==> src/lzup_pkg.sv <==
// ----------------------------------------------------------------------------
// lzup_pkg
// Shared constants, types and the coefficient rom of the lanczos upsampler.
// ----------------------------------------------------------------------------
package lzup_pkg;

    localparam int UPSAMPLE_FACTOR = 2;
    localparam int LOBES           = 8;
    localparam int COEF_BITS       = 18;
    localparam int TAPS            = 2 * LOBES;
    localparam int FRAC_BITS       = COEF_BITS - 2;
    localparam int SAMPLE_W        = 24;
    localparam int ACC_W           = 48;
    localparam int PROD_W          = SAMPLE_W + COEF_BITS;
    localparam int TAP_W           = $clog2(TAPS);
    localparam int PHASE_W         = (UPSAMPLE_FACTOR > 1) ? $clog2(UPSAMPLE_FACTOR) : 1;
    localparam int CNT_W           = $clog2(LOBES + 1);
    localparam int ROM_DEPTH       = UPSAMPLE_FACTOR * TAPS;

    typedef logic signed [SAMPLE_W-1:0]  sample_t;
    typedef logic signed [COEF_BITS-1:0] coef_t;

    // phase-major, tap 0 pairs with the newest history sample
    localparam coef_t COEF_ROM [ROM_DEPTH] = '{
        // phase 0
        18'sd0,     18'sd0,     18'sd0,     18'sd0,
        18'sd0,     18'sd0,     18'sd0,     18'sd0,
        18'sd65536, 18'sd0,     18'sd0,     18'sd0,
        18'sd0,     18'sd0,     18'sd0,     18'sd0,
        // phase 1
        -18'sd184,   18'sd699,   -18'sd1460,  18'sd2573,
        -18'sd4253,  18'sd7067,  -18'sd13117, 18'sd41454,
        18'sd41454,  -18'sd13117, 18'sd7067,  -18'sd4253,
        18'sd2573,   -18'sd1460,  18'sd699,   -18'sd184
    };

    typedef struct packed {
        logic push_in;
        logic push_zero;
        logic inc_fill;
        logic clr_hist;
        logic mac_step;
        logic phase_inc;
        logic phase_clr;
        logic load_out;
        logic out_run_end;
    } cmd_t;

    typedef struct packed {
        logic fill_full;
        logic tap_last;
        logic phase_last;
        logic out_free;
        logic flush_emit;
        logic flush_done;
    } sts_t;

endpackage

==> src/lzup_dp.sv <==
// ----------------------------------------------------------------------------
// lzup_dp
// Datapath: sample history, single mac over the taps, rounding and output reg.
// ----------------------------------------------------------------------------
module lzup_dp
    import lzup_pkg::*;
(
    input  logic    clk,
    input  logic    rst_n,
    input  sample_t in_sample,
    input  cmd_t    cmd,
    output sts_t    sts,
    output logic    out_valid,
    input  logic    out_ready,
    output sample_t out_sample,
    output logic    run_end
);

    localparam logic signed [ACC_W-1:0] RND_HALF = ACC_W'(1) << (FRAC_BITS - 1);
    localparam int Y_W = ACC_W - FRAC_BITS;
    localparam logic signed [Y_W-1:0] SAT_MAX = Y_W'((1 << (SAMPLE_W - 1)) - 1);
    localparam logic signed [Y_W-1:0] SAT_MIN = -Y_W'(1 << (SAMPLE_W - 1));

    sample_t                   hist_reg [TAPS];
    logic [CNT_W-1:0]          fill_reg;
    logic [CNT_W-1:0]          zc_reg;
    logic [TAP_W-1:0]          tap_reg;
    logic [PHASE_W-1:0]        phase_reg;
    logic signed [ACC_W-1:0]   acc_reg;
    logic signed [ACC_W-1:0]   acc_next;
    logic                      out_valid_reg;
    sample_t                   out_sample_reg;
    logic                      run_end_reg;

    logic [PHASE_W+TAP_W-1:0]  coef_idx;
    logic signed [PROD_W-1:0]  prod;
    logic signed [ACC_W-1:0]   rnd;
    logic signed [Y_W-1:0]     y;
    sample_t                   sat;
    logic [CNT_W:0]            zc_fill_sum;

    assign coef_idx = {phase_reg, tap_reg};
    assign prod     = hist_reg[tap_reg] * COEF_ROM[coef_idx];
    assign acc_next = ((tap_reg == '0) ? '0 : acc_reg) + ACC_W'(prod);

    // round half up, then arithmetic shift down to q1.23
    assign rnd = acc_reg + RND_HALF;
    assign y   = rnd[ACC_W-1:FRAC_BITS];

    always_comb
    begin
        if (y > SAT_MAX)
        begin
            sat = SAMPLE_W'(SAT_MAX);
        end
        else if (y < SAT_MIN)
        begin
            sat = SAMPLE_W'(SAT_MIN);
        end
        else
        begin
            sat = y[SAMPLE_W-1:0];
        end
    end

    assign zc_fill_sum = {1'b0, zc_reg} + {1'b0, fill_reg};

    assign sts.fill_full  = (fill_reg == CNT_W'(LOBES));
    assign sts.tap_last   = (tap_reg == TAP_W'(TAPS - 1));
    assign sts.phase_last = (phase_reg == PHASE_W'(UPSAMPLE_FACTOR - 1));
    assign sts.out_free   = !out_valid_reg || out_ready;
    assign sts.flush_emit = (zc_fill_sum >= (CNT_W + 1)'(LOBES));
    assign sts.flush_done = (zc_reg == CNT_W'(LOBES));

    always_ff @(posedge clk or negedge rst_n)
    begin
        if (!rst_n)
        begin
            for (int i = 0; i < TAPS; i++)
            begin
                hist_reg[i] <= '0;
            end
            fill_reg      <= '0;
            zc_reg        <= '0;
            tap_reg       <= '0;
            phase_reg     <= '0;
            out_valid_reg <= 1'b0;
        end
        else
        begin
            if (cmd.clr_hist)
            begin
                for (int i = 0; i < TAPS; i++)
                begin
                    hist_reg[i] <= '0;
                end
            end
            else if (cmd.push_in || cmd.push_zero)
            begin
                for (int i = 1; i < TAPS; i++)
                begin
                    hist_reg[i] <= hist_reg[i-1];
                end
                hist_reg[0] <= cmd.push_in ? in_sample : '0;
            end

            if (cmd.clr_hist)
            begin
                fill_reg <= '0;
            end
            else if (cmd.inc_fill)
            begin
                fill_reg <= fill_reg + 1'b1;
            end

            if (cmd.clr_hist)
            begin
                zc_reg <= '0;
            end
            else if (cmd.push_zero)
            begin
                zc_reg <= zc_reg + 1'b1;
            end

            if (cmd.mac_step)
            begin
                tap_reg <= sts.tap_last ? '0 : tap_reg + 1'b1;
            end

            if (cmd.phase_clr)
            begin
                phase_reg <= '0;
            end
            else if (cmd.phase_inc)
            begin
                phase_reg <= phase_reg + 1'b1;
            end

            if (cmd.load_out)
            begin
                out_valid_reg <= 1'b1;
            end
            else if (out_ready)
            begin
                out_valid_reg <= 1'b0;
            end
        end
    end

    always_ff @(posedge clk)
    begin
        if (cmd.mac_step)
        begin
            acc_reg <= acc_next;
        end
        if (cmd.load_out)
        begin
            out_sample_reg <= sat;
            run_end_reg    <= cmd.out_run_end;
        end
    end

    assign out_valid  = out_valid_reg;
    assign out_sample = out_sample_reg;
    assign run_end    = run_end_reg;

endmodule

==> src/lzup_ctrl.sv <==
// ----------------------------------------------------------------------------
// lzup_ctrl
// Controller: sequences input transfer, mac passes, output loads and flush.
// ----------------------------------------------------------------------------
module lzup_ctrl
    import lzup_pkg::*;
(
    input  logic clk,
    input  logic rst_n,
    input  logic in_valid,
    output logic in_ready,
    input  logic is_last,
    input  sts_t sts,
    output cmd_t cmd
);

    localparam logic [1:0] S_IDLE  = 2'd0;
    localparam logic [1:0] S_MAC   = 2'd1;
    localparam logic [1:0] S_OUT   = 2'd2;
    localparam logic [1:0] S_FPUSH = 2'd3;

    logic [1:0] state_reg;
    logic [1:0] state_next;
    logic       last_reg;
    logic       last_next;
    logic       flushing_reg;
    logic       flushing_next;
    logic       accept;

    assign in_ready = (state_reg == S_IDLE);
    assign accept   = in_valid && in_ready;

    always_comb
    begin
        cmd           = '0;
        state_next    = state_reg;
        last_next     = last_reg;
        flushing_next = flushing_reg;
        case (state_reg)
            S_IDLE:
            begin
                if (accept)
                begin
                    cmd.push_in = 1'b1;
                    last_next   = is_last;
                    if (sts.fill_full)
                    begin
                        state_next = S_MAC;
                    end
                    else
                    begin
                        cmd.inc_fill = 1'b1;
                        if (is_last)
                        begin
                            flushing_next = 1'b1;
                            state_next    = S_FPUSH;
                        end
                    end
                end
            end
            S_MAC:
            begin
                cmd.mac_step = 1'b1;
                if (sts.tap_last)
                begin
                    state_next = S_OUT;
                end
            end
            S_OUT:
            begin
                if (sts.out_free)
                begin
                    cmd.load_out    = 1'b1;
                    cmd.out_run_end = sts.phase_last &&
                                      (flushing_reg ? sts.flush_done : !last_reg);
                    if (!sts.phase_last)
                    begin
                        cmd.phase_inc = 1'b1;
                        state_next    = S_MAC;
                    end
                    else
                    begin
                        cmd.phase_clr = 1'b1;
                        if (flushing_reg)
                        begin
                            if (sts.flush_done)
                            begin
                                cmd.clr_hist  = 1'b1;
                                flushing_next = 1'b0;
                                state_next    = S_IDLE;
                            end
                            else
                            begin
                                state_next = S_FPUSH;
                            end
                        end
                        else if (last_reg)
                        begin
                            flushing_next = 1'b1;
                            state_next    = S_FPUSH;
                        end
                        else
                        begin
                            state_next = S_IDLE;
                        end
                    end
                end
            end
            S_FPUSH:
            begin
                // zeros beyond the clip; the last held inputs each get an emit
                cmd.push_zero = 1'b1;
                if (sts.flush_emit)
                begin
                    state_next = S_MAC;
                end
            end
            default:
            begin
                state_next = S_IDLE;
            end
        endcase
    end

    always_ff @(posedge clk or negedge rst_n)
    begin
        if (!rst_n)
        begin
            state_reg    <= S_IDLE;
            last_reg     <= 1'b0;
            flushing_reg <= 1'b0;
        end
        else
        begin
            state_reg    <= state_next;
            last_reg     <= last_next;
            flushing_reg <= flushing_next;
        end
    end

endmodule

==> src/lanczos_integer_upsampler.sv <==
// sequence: an item taken with 8 inputs in the history runs one mac per tap,
//   16 taps for each of 2 phases, each pass followed by one output load that
//   waits while the output is stalled; input is not ready until the item is done;
//   the item marked last adds 8 zero pushes and up to 16 more results
// reset: asynchronous, clears history, counters, state and output valid
// ----------------------------------------------------------------------------
// lanczos_integer_upsampler
// Upsamples one audio channel by two with an 8-lobe lanczos kernel.
// ----------------------------------------------------------------------------
module lanczos_integer_upsampler
    import lzup_pkg::*;
(
    input  logic    clk,
    input  logic    rst_n,
    input  logic    in_valid,
    output logic    in_ready,
    input  sample_t in_sample,
    input  logic    is_last,
    output logic    out_valid,
    input  logic    out_ready,
    output sample_t out_sample,
    output logic    run_end
);

    cmd_t cmd;
    sts_t sts;

    lzup_ctrl u_ctrl (
        .clk      (clk),
        .rst_n    (rst_n),
        .in_valid (in_valid),
        .in_ready (in_ready),
        .is_last  (is_last),
        .sts      (sts),
        .cmd      (cmd)
    );

    lzup_dp u_dp (
        .clk        (clk),
        .rst_n      (rst_n),
        .in_sample  (in_sample),
        .cmd        (cmd),
        .sts        (sts),
        .out_valid  (out_valid),
        .out_ready  (out_ready),
        .out_sample (out_sample),
        .run_end    (run_end)
    );

endmodule

==> config.mk <==
export PLATFORM = sky130hd
export DESIGN_NAME = lanczos_integer_upsampler
export DESIGN_NICKNAME = d
export VERILOG_FILES = /design/src/lzup_pkg.sv /design/src/lzup_dp.sv /design/src/lzup_ctrl.sv /design/src/lanczos_integer_upsampler.sv
export SDC_FILE = /design/constraint.sdc
export NUM_CORES = 2
export LEC_CHECK = 0
export BUFFER_PORTS_ARGS = -buffer_cell sky130_fd_sc_hd__buf_4
export CAP_MARGIN = 40
export CORE_ASPECT_RATIO = 1.2
export CORE_UTILIZATION = 35
export DETAILED_ROUTE_END_ITERATION = 8
export SYNTH_ARGS = -nofsm -noshare
export SYNTH_HDL_FRONTEND = slang
export SYNTH_SLANG_ARGS = --single-unit
==> constraint.sdc <==
create_clock -name clk -period 27.6 [get_ports clk]
set_input_delay 2.76 -clock clk [delete_from_list [all_inputs] [get_ports clk]]
set_output_delay 2.76 -clock clk [all_outputs]
set_load 0.1 [all_outputs]
# After elaboration in Yosys (flattened, before gate mapping)
# Memory sizes are Yosys's and may differ from the RTL's.
# Index checks and enable logic that the tools add are counted.
[totals] regBits=475 rom_bits=576 input_bits=29 n_memories=1
[memory_table] memory="(name not given)" words=32 word_bits=18 read_ports=1 rd_ports_with_merged_regs=0 wr=0 line="lzup_dp.sv:43" text="assign prod = hist_reg[tap_reg] * COEF_ROM[coef_idx];"
[op_classes] n_addsub=7 multipliers=1 magnitude_cmp=5 n_eq_ne=14 muxes=56 n_bitwise=2 reduce_logical=18
[ops] op="384-bit two-way mux" n=2
[ops] op="24-bit binary-select mux with 4-bit select" n=1
[ops] op="24-bit two-way mux" n=4
[ops] op="48-bit by 17-bit adder with 48-bit output, second input constant" n=1
[ops] op="48-bit adder" n=1
[ops] op="48-bit two-way mux" n=1
[ops] op="24-bit by 18-bit multiplier with 42-bit output" n=1
[ops] op="18-bit two-way mux" n=2
[ops] op="32-bit by 24-bit > comparator with 1-bit output, second input constant" n=1
[ops] op="32-bit by 24-bit less-than comparator with 1-bit output, second input constant" n=1
[ops] op="4-bit two-way mux" n=7
[ops] op="1-bit two-way mux" n=27
[ops] op="2-bit two-way mux" n=10
[ops] op="4-bit by 1-bit adder with 4-bit output, second input constant" n=3
[ops] op="4-bit equality test, second input constant" n=3
[ops] op="2-bit nonzero test" n=6
[ops] op="2-bit != test, second input constant" n=5
[ops] op="2-bit case mux with 4 select lines" n=1
[ops] op="6-bit >= comparator, second input constant" n=1
[ops] op="5-bit NOT with 6-bit output" n=1
[ops] op="6-bit AND reduction" n=1
[ops] op="4-bit by 4-bit adder with 5-bit output" n=1
[ops] op="5-bit by 4-bit >= comparator with 1-bit output, second input constant" n=1
[ops] op="5-bit >= comparator, second input constant" n=1
[ops] op="other kinds (14)" n=20

# Logic depth before layout (Yosys ltp)
[depth] ltp_word=7 depth_mapped=49 mapped_depth_nobuf=43

# By module
# From an unflattened synthesis, not the netlist that was laid out.
[unflattened] cells_unflattened=4317 hier_area_um2=41005.6
[by_module_without_submodules] module="lzup_dp" instances=1 cells_per_inst=4278 area_per_inst_um2=40694.0 seq_area_each_um2=12151.7
[by_module_without_submodules] module="lzup_ctrl" instances=1 cells_per_inst=39 area_per_inst_um2=311.5 seq_area_each_um2=100.1

# Worst setup path after synthesis
# OpenSTA, ideal clock, no wires.
[synth_path] kind="reg2reg" start="register u_dp.tap_reg[0]" end="register u_dp.acc_reg[47], data pin" t_arrival_ns=10.794 required_ns=27.430 setup_slack_ns=16.636 path_stages_with_launch=46 path_buffers=6 cell_sequence="dfrtp_1 clkbuf_1 buf_2 buf_1 buf_2 inv_1 ha_1 o21ai_0 a21oi_1 o21ai_0 inv_1 clkbuf_1 clkbuf_1 nand2_1 fa_1 fa_1 inv_1 fa_1 [... 10 more ...] a221o_2 a31oi_1 a21oi_1 a21oi_1 o21ai_0 a221oi_1 xnor2_1 ha_1 inv_1 nor3b_1 nor3b_1 a32oi_1 nand2_1 o31a_1 a41o_1 or4_4 and4_4 nor4_2"
[synth_via] elab_chain_cells=6 elab_cells_between_ends=12 classes_between="add/sub (1); mul (1); mux (6); bitwise (2); reduce/logical (1); memory (1)"
[synth_lines] element="start, declared" line="lzup_dp.sv:27" text="logic [TAP_W-1:0] tap_reg;"
[synth_lines] element="start signal, assigned" line="lzup_dp.sv:127" text="tap_reg <= sts.tap_last ? '0 : tap_reg + 1'b1;"
[synth_lines] element="5-bit NOT with 6-bit output (implied by the code) or 4-bit NOT with 5-bit output (tied branches)" line="lzup_dp.sv:43"
[synth_lines] element="memory 32 x 18 bit or 24-bit binary-select mux with 4-bit select (tied branches)"
[synth_lines] element="18-bit two-way mux (implied by the code) or 24-bit two-way mux (tied branches) (2 in series)" line="lzup_dp.sv:43"
[synth_lines] element="24-bit by 18-bit multiplier with 42-bit output" line="lzup_dp.sv:43"
[synth_lines] element="48-bit adder (*)" line="lzup_dp.sv:44" text="assign acc_next = ((tap_reg == '0) ? '0 : acc_reg) + ACC_W'(prod);"
[synth_lines] element="via u_dp.acc_next[47]" line="lzup_dp.sv:30" text="logic signed [ACC_W-1:0] acc_next;"
[synth_lines] element="end signal, assigned" line="lzup_dp.sv:154" text="acc_reg <= acc_next;"
[synth_lines] element="end, declared" line="lzup_dp.sv:29" text="logic signed [ACC_W-1:0] acc_reg;"
# The timed path passes the listed nets; every way through them passes the cells marked *. The select of a mux whose other input is x is not followed.
# A chain may end at the register's enable or synchronous reset.

# Worst setup path in the final report
# Same ends and word-level chain as after synthesis.

==> impl_metrics.env <==
export IMPL_routedWlPerCell_um=17.5
export IMPL_die_height_um=373
export IMPL_fin_area_um2=44200
export IMPL_synth_mux_area_share_pct=6.84
export IMPL_syn_avg_cell_area_um2=9.28
export IMPL_die_area_um2=116000
export IMPL_path_class="flop to flop"
export IMPL_ys_async_sr_fraction_pct=84.6
export IMPL_grt_pass1_vias=30500
export IMPL_synth_xor_area_share_pct=2.54
export IMPL_fillers=11200
export IMPL_drtAntennaViolNets=0
export IMPL_worstPathArrival_ns=12.61
export IMPL_clk_latency_ns=0.66
export IMPL_largest_reg_flops=384
export IMPL_cts_reportedPaths_clkPinSlew_ns=0.06
export IMPL_maxCapViolCount=0
export IMPL_setup_slack_ns=15.39
export IMPL_fmax_ghz=0.0819
export IMPL_end_kind="flop"
export IMPL_status="finished clean"
export IMPL_layout_common_cells="nand2_1, inv_1, a21oi_1, fa_1, dfrtp_1"
export IMPL_ctsResizeCount=0
export IMPL_h_tree_depth=2
export IMPL_numPortBuffers=55
export IMPL_antenna_found_initial=1
export IMPL_period_needed_ns=12.21
export IMPL_yosysSeqAreaShare_pct=30.5
export IMPL_cpMaxStageDelayCell="dfrtp_4"
export IMPL_post_cts_buffers=0
export IMPL_grt_pass1_wl_mm=166
export IMPL_mostFrequentLayoutCell="nand2_1"
export IMPL_synth_compound_area_share_pct=10.3
export IMPL_grt_max_degree=178
export IMPL_ios=56
export IMPL_synth_simple_area_share_pct=15.7
export IMPL_place_worst_setup_slack_ns=15.50
export IMPL_die_w_um=311
export IMPL_crit_top_cell="fa_1"
export IMPL_synth_edf_count=73
export IMPL_ys_types=78
export IMPL_grt_usage_pct=17.5
export IMPL_first_pass_iters=5
export IMPL_worst_pin_slew_ns=1.02
export IMPL_critPathRequiredTime_ns=28.00
export IMPL_synth_top_family_by_area="adder cells"
export IMPL_nets=4885
export IMPL_grt_ovfl_total=0
export IMPL_vias=29700
export IMPL_cts_buffers=54
export IMPL_rsz0062_at_grt="no"
export IMPL_hp_class="flop to flop"
export IMPL_remaining_drc_errors=0
export IMPL_period_share_pct=44.2
export IMPL_cp_top_family="adder cells"
export IMPL_hold_buffers=0
export IMPL_core_area_um2=113000
export IMPL_dpl_hpwl_mm=74.1
export IMPL_n_antenna_cell=0
export IMPL_cp_start_kind="flop"
export IMPL_synth_warnings=0
export IMPL_yosysTopAreaCellShare_pct=25.0
export IMPL_syn_to_final_growth_pct=9.96
export IMPL_start_util_pct=35.5
export IMPL_synth_cells=4336
export IMPL_fin_tns_setup_ns=0
export IMPL_synth_nets=4962
export IMPL_r2r_setup_slack_ns=15.39
export IMPL_synthAdderAreaFrac_pct=26.6
export IMPL_drt_wl_total_mm=102
export IMPL_slew_headroom_pct=32.1
export IMPL_setup_viol=0
export IMPL_worst_path_buf_inv=4
export IMPL_place_area_um2=42300
export IMPL_tritoncts="built"
export IMPL_ys_seq_elements=475
export IMPL_clkSinkCount=475
export IMPL_slowest_delay_ns=0.88
export IMPL_slew_viol_final=0
export IMPL_syn_cell_area_um2=40200
export IMPL_clockRootBuffer="clkbuf_16"
export IMPL_gp_congestion=0.897
export IMPL_fin_worst_skew_ns=0.0807
export IMPL_synth_area_leader_cell="dfrtp_1"
export IMPL_synth_main_ff_cell="dfrtp_1"
export IMPL_routed_via_density=5.12
export IMPL_worstPathMaxFanout=41
export IMPL_synth_area_leaders="dfrtp_1, fa_1, nand2_1, mux4_2, a21oi_1"
export IMPL_hold_viol_final=0
export IMPL_drive_above_1_share_pct=8.60
export IMPL_num_rows=135
export IMPL_drtIter0Drc=2178
export IMPL_cts_buffer_depth=3
-- worst min-delay path, stage by stage (launching register included) --
cell and delay (ns):
dfrtp_1 0.39, nand2_1 0.07, a21oi_1 0.06
-- per-stage QoR --
step,util [%],hold slack [ns],instances
floorplan,-,0.482,4336
global placement,37.0,0.503,5691
detailed placement,37.3,0.509,5709
CTS,39.0,0.511,5810
global route,39.0,0.535,5811
finish,39.0,0.508,5811
-- logic make-up after synthesis --
logic type,count (synthesis)
buffers and inverters,807
flip-flops,475
XOR/XNOR,114
adder cells (fa/ha/maj),598
AO/OA/AOI/OAI,717
multiplexers,128
AND/OR/NAND/NOR,1497
-- worst paths after layout --
check | from | end | cells past startpoint
setup / recovery | u_dp.tap_reg[0] | u_dp.acc_reg[47] | 35
hold / removal | u_dp.hist_reg[131] | u_dp.hist_reg[107] | 2
setup reg to reg | u_dp.tap_reg[0] | u_dp.acc_reg[47] | 35
hold reg to reg | u_dp.hist_reg[131] | u_dp.hist_reg[107] | 2
max in group asynchronous | rst_n | u_dp.tap_reg[0] | 2
min in group asynchronous | rst_n | u_dp.hist_reg[158] | 1
-- Yosys cell counts, drive strengths merged, types with 42 or more instances --
cell type and n:
xnor2 71, nor2 123, edfxtp 73, fa 427, and2 109, xor2 42, mux4 117, clkbuf 219
a21o 42, o21ai 85, a21oi 449, inv 556, ha 170, nand2 1103, dfrtp 402
-- layer usage --
metal / share of wire (%) / global-route usage (%)
met1: 43 / 22.9
met2: 49 / 30.3
met3: 4.2 / 1.82
met4: 3.1 / 5.23
met5: 0.0069 / 0
-- layout make-up --
class                           count  area, um^2  share of cell area [%]
Tap cell                         1507        1890                    4.26
Sequential cell                   475       12300                    27.7
Clock inverter                     32         408                   0.922
Clock buffer                       69        1520                    3.43
Multi-Input combinational cell   3054       25000                    56.5
Inverter                          558        2090                    4.73
Timing Repair Buffer              116        1090                    2.46
Power is left out: the tool's default activity adds up to more than one toggle a clock period on the data nets, which glitch-free logic cannot reach.
